===== config.mk =====
export PLATFORM = sky130hd
export DESIGN_NAME = rllt_ctrl
export DESIGN_NICKNAME = d
export VERILOG_FILES = /design/src/rtl/rllt_pkg.sv /design/src/rtl/rllt_ctrl.sv
export SDC_FILE = /design/constraint.sdc
export NUM_CORES = 1
export LEC_CHECK = 0
export BUFFER_PORTS_ARGS = -buffer_cell sky130_fd_sc_hd__buf_2
export CAP_MARGIN = 20
export CORE_ASPECT_RATIO = 1.2
export CORE_MARGIN = 3
export CORE_UTILIZATION = 50
export DETAILED_ROUTE_END_ITERATION = 8
export GPL_ROUTABILITY_DRIVEN = 0
export PLACE_DENSITY_LB_ADDON = 0.15
export SYNTH_ARGS = -nofsm -noshare
export SYNTH_HDL_FRONTEND = slang
export SYNTH_SLANG_ARGS = --single-unit
export TNS_END_PERCENT = 10

===== constraint.sdc =====
create_clock -name clk -period 4 [get_ports clk]
set_clock_uncertainty 0.1 [all_clocks]
set_input_delay 0 -clock clk [delete_from_list [all_inputs] [get_ports clk]]
set_output_delay 0 -clock clk [all_outputs]
set_load 0.05 [all_outputs]

===== src/rtl/rllt_pkg.sv =====
`timescale 1ns / 1ps
// ----------------------------------------------------------------------------
// rllt_pkg: shared types and constants of the run-length line table
// Holds the table sizes, the run entry layout, the result status codes and
// the structs that pass between the controller and the run store.
// ----------------------------------------------------------------------------
package rllt_pkg;

	// Table capacity.
	localparam int unsigned MAX_RUNS    = 256;
	localparam int unsigned RUN_AW      = $clog2(MAX_RUNS);
	localparam int unsigned RUN_CW      = RUN_AW + 1;
	localparam int unsigned MAX_BYTES   = 65536;
	localparam int unsigned BYTE_CW     = $clog2(MAX_BYTES) + 1;
	localparam int unsigned STEP_W      = $clog2(RUN_AW + 1);

	// Field widths.
	localparam int unsigned LINE_BITS   = 16;
	localparam int unsigned OFFSET_BITS = 16;

	// Result status codes.
	typedef enum logic [1:0] {
		STATUS_OK    = 2'd0,
		STATUS_EMPTY = 2'd1,
		STATUS_FULL  = 2'd2
	} status_t;

	// Operation codes carried in the input tuser.
	typedef enum logic {
		OP_APPEND = 1'b0,
		OP_LOOKUP = 1'b1
	} op_t;

	// One run: its first byte offset and its line.
	typedef struct packed {
		logic [LINE_BITS-1:0]   line;
		logic [OFFSET_BITS-1:0] start;
	} entry_t;

	// Access to the run store for one cycle.
	typedef struct packed {
		logic              we;
		logic [RUN_AW-1:0] waddr;
		entry_t            wdata;
		logic [RUN_AW-1:0] raddr;
	} mem_req_t;

	// Result handed from the controller to the output register.
	typedef struct packed {
		logic                 valid;
		logic [LINE_BITS-1:0] line;
		status_t              status;
	} res_t;

endpackage


===== src/rtl/rllt_ctrl.sv =====
`timescale 1ns / 1ps
// ----------------------------------------------------------------------------
// rllt_ctrl: append and binary-search sequencer
// Counts appended bytes, opens runs in the store and walks the store with a
// bit-by-bit binary search for lookups, one memory probe per cycle.
// ----------------------------------------------------------------------------
module rllt_ctrl (
	input  logic                                clk,
	input  logic                                arst_n,
	input  logic                                in_valid,
	output logic                                in_ready,
	input  logic                                in_op,
	input  logic [rllt_pkg::LINE_BITS-1:0]      in_line,
	input  logic [rllt_pkg::OFFSET_BITS-1:0]    in_query,
	input  logic                                out_free,
	output rllt_pkg::res_t                      res,
	output rllt_pkg::mem_req_t                  mem_req,
	input  rllt_pkg::entry_t                    rd_entry
);
	import rllt_pkg::*;

	typedef enum logic {
		ST_IDLE,
		ST_SEARCH
	} state_t;

	state_t                 state_q;
	logic [BYTE_CW-1:0]     byte_total_q;
	logic [RUN_CW-1:0]      run_total_q;
	logic [LINE_BITS-1:0]   last_line_q;
	logic [OFFSET_BITS-1:0] query_q;
	logic [RUN_AW-1:0]      idx_q;
	logic [RUN_AW-1:0]      cand_q;
	logic                   cand_ok_q;
	logic [STEP_W-1:0]      bit_q;
	logic [LINE_BITS-1:0]   best_line_q;

	logic                   accept;
	logic                   is_lookup;
	logic                   same_line;
	logic                   byte_full;
	logic                   run_full;
	logic                   drop;
	logic                   open_run;
	logic                   take;
	logic [RUN_AW-1:0]      new_idx;
	logic [LINE_BITS-1:0]   new_line;
	logic [RUN_AW-1:0]      next_cand;
	logic                   next_cand_ok;
	logic                   last_step;

	assign in_ready  = (state_q == ST_IDLE) && out_free;
	assign accept    = in_valid && in_ready;
	assign is_lookup = (in_op == OP_LOOKUP);

	// Append decision against the counters and the cached last line.
	assign same_line = (run_total_q != '0) && (last_line_q == in_line);
	assign byte_full = (byte_total_q >= BYTE_CW'(MAX_BYTES));
	assign run_full  = (run_total_q >= RUN_CW'(MAX_RUNS));
	assign drop      = byte_full || (!same_line && run_full);
	assign open_run  = !drop && !same_line;

	// One search step: keep the probed run if it starts at or below the query.
	assign take      = cand_ok_q && (rd_entry.start <= query_q);
	assign new_idx   = take ? cand_q : idx_q;
	assign new_line  = take ? rd_entry.line : best_line_q;
	assign last_step = (bit_q == '0);
	assign next_cand = new_idx | (RUN_AW'(1) << (bit_q - STEP_W'(1)));
	assign next_cand_ok = ({1'b0, next_cand} < run_total_q);

	// Memory access and result for this cycle.
	always_comb begin
		mem_req.we          = accept && !is_lookup && open_run;
		mem_req.waddr       = run_total_q[RUN_AW-1:0];
		mem_req.wdata.line  = in_line;
		mem_req.wdata.start = byte_total_q[OFFSET_BITS-1:0];
		mem_req.raddr       = (state_q == ST_SEARCH) ? next_cand : '0;

		res.valid  = 1'b0;
		res.line   = '0;
		res.status = STATUS_OK;
		if (state_q == ST_SEARCH) begin
			res.valid = last_step;
			res.line  = new_line;
		end else if (accept) begin
			if (!is_lookup) begin
				res.valid  = 1'b1;
				res.status = drop ? STATUS_FULL : STATUS_OK;
			end else if (run_total_q == '0) begin
				res.valid  = 1'b1;
				res.status = STATUS_EMPTY;
			end
		end
	end

	// State, counters and search registers.
	always_ff @(posedge clk or negedge arst_n) begin
		if (!arst_n) begin
			state_q      <= ST_IDLE;
			byte_total_q <= '0;
			run_total_q  <= '0;
			last_line_q  <= '0;
			query_q      <= '0;
			idx_q        <= '0;
			cand_q       <= '0;
			cand_ok_q    <= 1'b0;
			bit_q        <= '0;
			best_line_q  <= '0;
		end else begin
			case (state_q)
				ST_IDLE: begin
					if (accept && !is_lookup && !drop) begin
						byte_total_q <= byte_total_q + BYTE_CW'(1);
						if (open_run) begin
							run_total_q <= run_total_q + RUN_CW'(1);
							last_line_q <= in_line;
						end
					end
					// The first probe reads run zero, which always qualifies.
					if (accept && is_lookup && (run_total_q != '0)) begin
						state_q     <= ST_SEARCH;
						query_q     <= in_query;
						idx_q       <= '0;
						cand_q      <= '0;
						cand_ok_q   <= 1'b1;
						bit_q       <= STEP_W'(RUN_AW);
						best_line_q <= '0;
					end
				end
				ST_SEARCH: begin
					idx_q       <= new_idx;
					best_line_q <= new_line;
					cand_q      <= next_cand;
					cand_ok_q   <= next_cand_ok;
					if (last_step) begin
						state_q <= ST_IDLE;
					end else begin
						bit_q <= bit_q - STEP_W'(1);
					end
				end
				default: begin
					state_q <= ST_IDLE;
				end
			endcase
		end
	end

	// Every run holds at least one byte.
	a_runs_le_bytes: assert property (@(posedge clk) disable iff (!arst_n)
		{{(BYTE_CW-RUN_CW){1'b0}}, run_total_q} <= byte_total_q)
		else $error("run count exceeds byte count");

	// A search only runs over a non-empty table.
	a_search_nonempty: assert property (@(posedge clk) disable iff (!arst_n)
		(state_q == ST_SEARCH) |-> (run_total_q != '0))
		else $error("search over an empty table");

	// Nothing is written to the store while a search is walking it.
	a_no_write_in_search: assert property (@(posedge clk) disable iff (!arst_n)
		(state_q == ST_SEARCH) |-> !mem_req.we)
		else $error("store written during a search");

endmodule

==> impl_metrics.csv <==
group,metric,value,unit
timing,layout_setup_ws,0.3827,ns
global_routing,grt-ovfl-total,0,
global_routing,grt_max_degree,71,
cells_and_area,final_nets,828,
timing,worstMarginPinSlew,0.9005,ns
clock_network,cts.sinks,96,
drt,drt_wl_total,12.27,mm
clock_network,root_buffer,"clkbuf_16",
synthesis,yosysTopAreaCell,"dfrtp_1",
clock_network,cts_buffer_depth,2,
floorplan,dieArea,12700,sq um
synthesis,synth_nets,684,
worst_setup_path,critPathTopFamily,"compound AO/OA/AOI/OAI gates",
timing,fmax,276.5,MHz
timing,drv_slew,0,
synthesis,async_flop_share,100.0,%
clock_network,cts_buffers,9,
floorplan,start_util,51.33,%
clock_network,clkTransAtPathRegs,0.07,ns
timing,rsz0062_at_grt,"no",
timing,fin_tns_setup,0,ns
synthesis,synthFlopType,"dfrtp_1",
run,drv_cap,0,
synthesis,ys_ff_latch,96,
cells_and_area,stdcell_area,7000,sq um
timing,hold_violations,0,
global_routing,grt_pass1_vias,4472,
clock_network,h-tree-depth,3,
pwr,power.leakage,3.693,nW
run_status,outcome,"finished, final reports clean",
worst_setup_path,path_max_fanout,10,
timing,setup_viol,0,
cells_and_area,fillers,950,
placed_design,dp_slack,0.4322,ns
global_routing,antenna_found_initial,0,
synthesis,yosysTopAreaCellShare,42.21,%
worst_setup_path,start_kind,"register",
placed_design,dpl.hpwl,8.744,mm
floorplan,core_area,11090,sq um
drt,drt_iter0_drc,153,
floorplan,die_y,122.9,um
synthesis,synthTopCellsByArea,"dfrtp_1, ha_1, nand2_1",
timing,period_minus_slack,3.617,ns
timing,fin_crit_sh,90.43,%
worst_setup_path,crit_top_cell,"ha_1",
pwr,p_per_area,748.8,nW/um^2
global_routing,grt_use_total,19.76,%
synthesis,synth-warning-count,0,
cells_and_area,area_delta_synth_final,22.99,%
worst_setup_path,path_cells,"inv_1 -> ha_1 -> nand4_2 -> nor4_2 -> a21boi_2 -> o31a_2 -> mux2i_1 -> nand2_1 -> ha_1 -> a211o_1 -> a21oi_1 -> o21ai_0 -> a31oi_1 -> and3_1 -> a22o_1",
synthesis,postSynthAreaPerCell,9.763,sq um
drt,vias_per_cell,5.043,
synthesis,seq_area_frac_synth,42.21,%
placed_design,portBuffers,137,
worst_setup_path,critPathArrivalTime,3.80,ns
worst_setup_path,cp.buffers_inverters,1,
floorplan,std_cell_rows,42,
timing,whs,0.03235,ns
synthesis,syn_inst,583,
worst_setup_path,endpoint_kind,"register",
floorplan,io_pins,138,
drt,dr_total_vias,4463,
drt,route.detailed.drc,0,
timing,maxSlewHeadroom,39.97,%
cells_and_area,antenna_cells,0,
floorplan,die_w,103.4,um
cells_and_area,final_util,63.13,%
global_routing,grt_pass1_wl,20.10,mm
pwr,vdd_drop_max,0.4978,mV
placed_design,place_area,6227,sq um
clock_network,clk-insertion-delay-late,0.34,ns
worst_setup_path,crit_type,"reg2reg",
drt,routedWlPerCell,13.86,um
min_path,hold_class,"in2reg",
drt,drtAntennaViolNets,0,
synthesis,synth.most_common_cell,"nand2_1",
worst_setup_path,cpPeakStageDelay,0.34,ns
synthesis,synth_area,5692,sq um
worst_setup_path,required,4.18,ns
worst_setup_path,cp_slowest_cell,"nor4_2",
cells_and_area,drive_gt1_share,25.99,%
drt,drtPass1Iterations,4,
synthesis,synth_cell_types,54,
synthesis,synthTopCellsByCount,"nand2_1, dfrtp_1, buf_4",
clock_network,cts_tree,"yes",
synthesis,synth_edf_count,0,
-- routing by layer --
metal  global-route usage, %  vias up  share of wire, %
met5                       0        -                 0
met4                   6.883        0               1.6
met3                   3.468       17               4.3
met2                   33.85      105                50
met1                   24.80     2107                44
li1                        -     2234                 -
-- placed cells by master, fill, tap and decap left out, types with 18 or more instances in the layout --
cell / count
buf_2: 136
nand2_1: 102
dfrtp_1: 96
dlygate4sd3_1: 49
inv_1: 36
ha_1: 32
mux2i_1: 30
a21o_1: 25
o21ai_0: 24
xnor2_1: 20
xor2_1: 19
a21oi_1: 18
mux2_2: 18
-- worst min-delay path: cells and delay by family --
| family | cells | cell delay (ns) |
|---|---|---|
| simple gates | 2 | 0.24 |
| xor+xnor | 1 | 0.06 |
| buf+inv | 1 | 0.14 |
-- flip-flops by register name, indices dropped and copies added, names as in the netlist --
| name | count |
|---|---|
| byte_total_q | 17 |
| best_line_q | 16 |
| last_line_q | 16 |
| query_q | 16 |
| run_total_q | 9 |
| cand_q | 8 |
| idx_q | 8 |
| bit_q | 4 |
| cand_ok_q | 1 |
| state_q | 1 |
-- path summary, 6_finish.rpt --
| check | startpoint | to | slack (ns) | cells after the start |
|---|---|---|---|---|
| worst max-delay path | query_q[15] | cand_ok_q | 0.38 | 15 |
| worst min-delay path | in_op | byte_total_q[2] | 0.03 | 4 |
| worst max register to register | query_q[15] | cand_ok_q | 0.38 | 15 |
| worst min register to register | best_line_q[0] | best_line_q[0] | 0.38 | 1 |
| max in group asynchronous | arst_n | byte_total_q[14] | 2.67 | 3 |
| min in group asynchronous | arst_n | byte_total_q[12] | 0.23 | 2 |
-- cell type report --
type / instances / area (sq um) / area share, %
multi-input cells: 391 / 2749 / 39.27
clock inverters: 4 / 30.03 / 0.4290
inverters: 36 / 135.1 / 1.930
flip-flops and latches: 96 / 2402 / 34.32
clock buffers: 11 / 252.7 / 3.610
well taps: 154 / 192.7 / 2.752
repair buffers: 193 / 1239 / 17.69
-- logic make-up after synthesis --
family	after synthesis	synth area share [%]
buf+inv	96	9.694
simple gates	177	14.97
flops	96	42.21
compound gates	95	11.26
fa+ha+maj	32	7.034
mux	48	8.837
xor+xnor	39	6.001
-- metrics by stage --
stage / std cells / power, W
2_1_floorplan: 583 / 0.003924
3_3_place_gp: 820 / 0.004319
3_5_place_dp: 821 / 0.004422
4_1_cts: 885 / 0.005288
5_1_grt: 885 / 0.005637
6_report: 885 / 0.005242
-- repair_timing --
item	4_1_cts	5_1_grt
hold endpoints to repair	117	0
hold buffers	49	0
resized for setup	0	0
setup buffers	0	0
-- where the power goes --
part / internal, W / switching, W / total (W) / leakage [nW]
Sequential: 0.00134 / 0.000265 / 0.00161 / 1.20
Combinational: 0.000996 / 0.00183 / 0.00282 / 2.36
Clock: 0.000453 / 0.000360 / 0.000813 / 0.138
Total: 0.00279 / 0.00245 / 0.00524 / 3.69
Power figures use the tool's default switching activity.
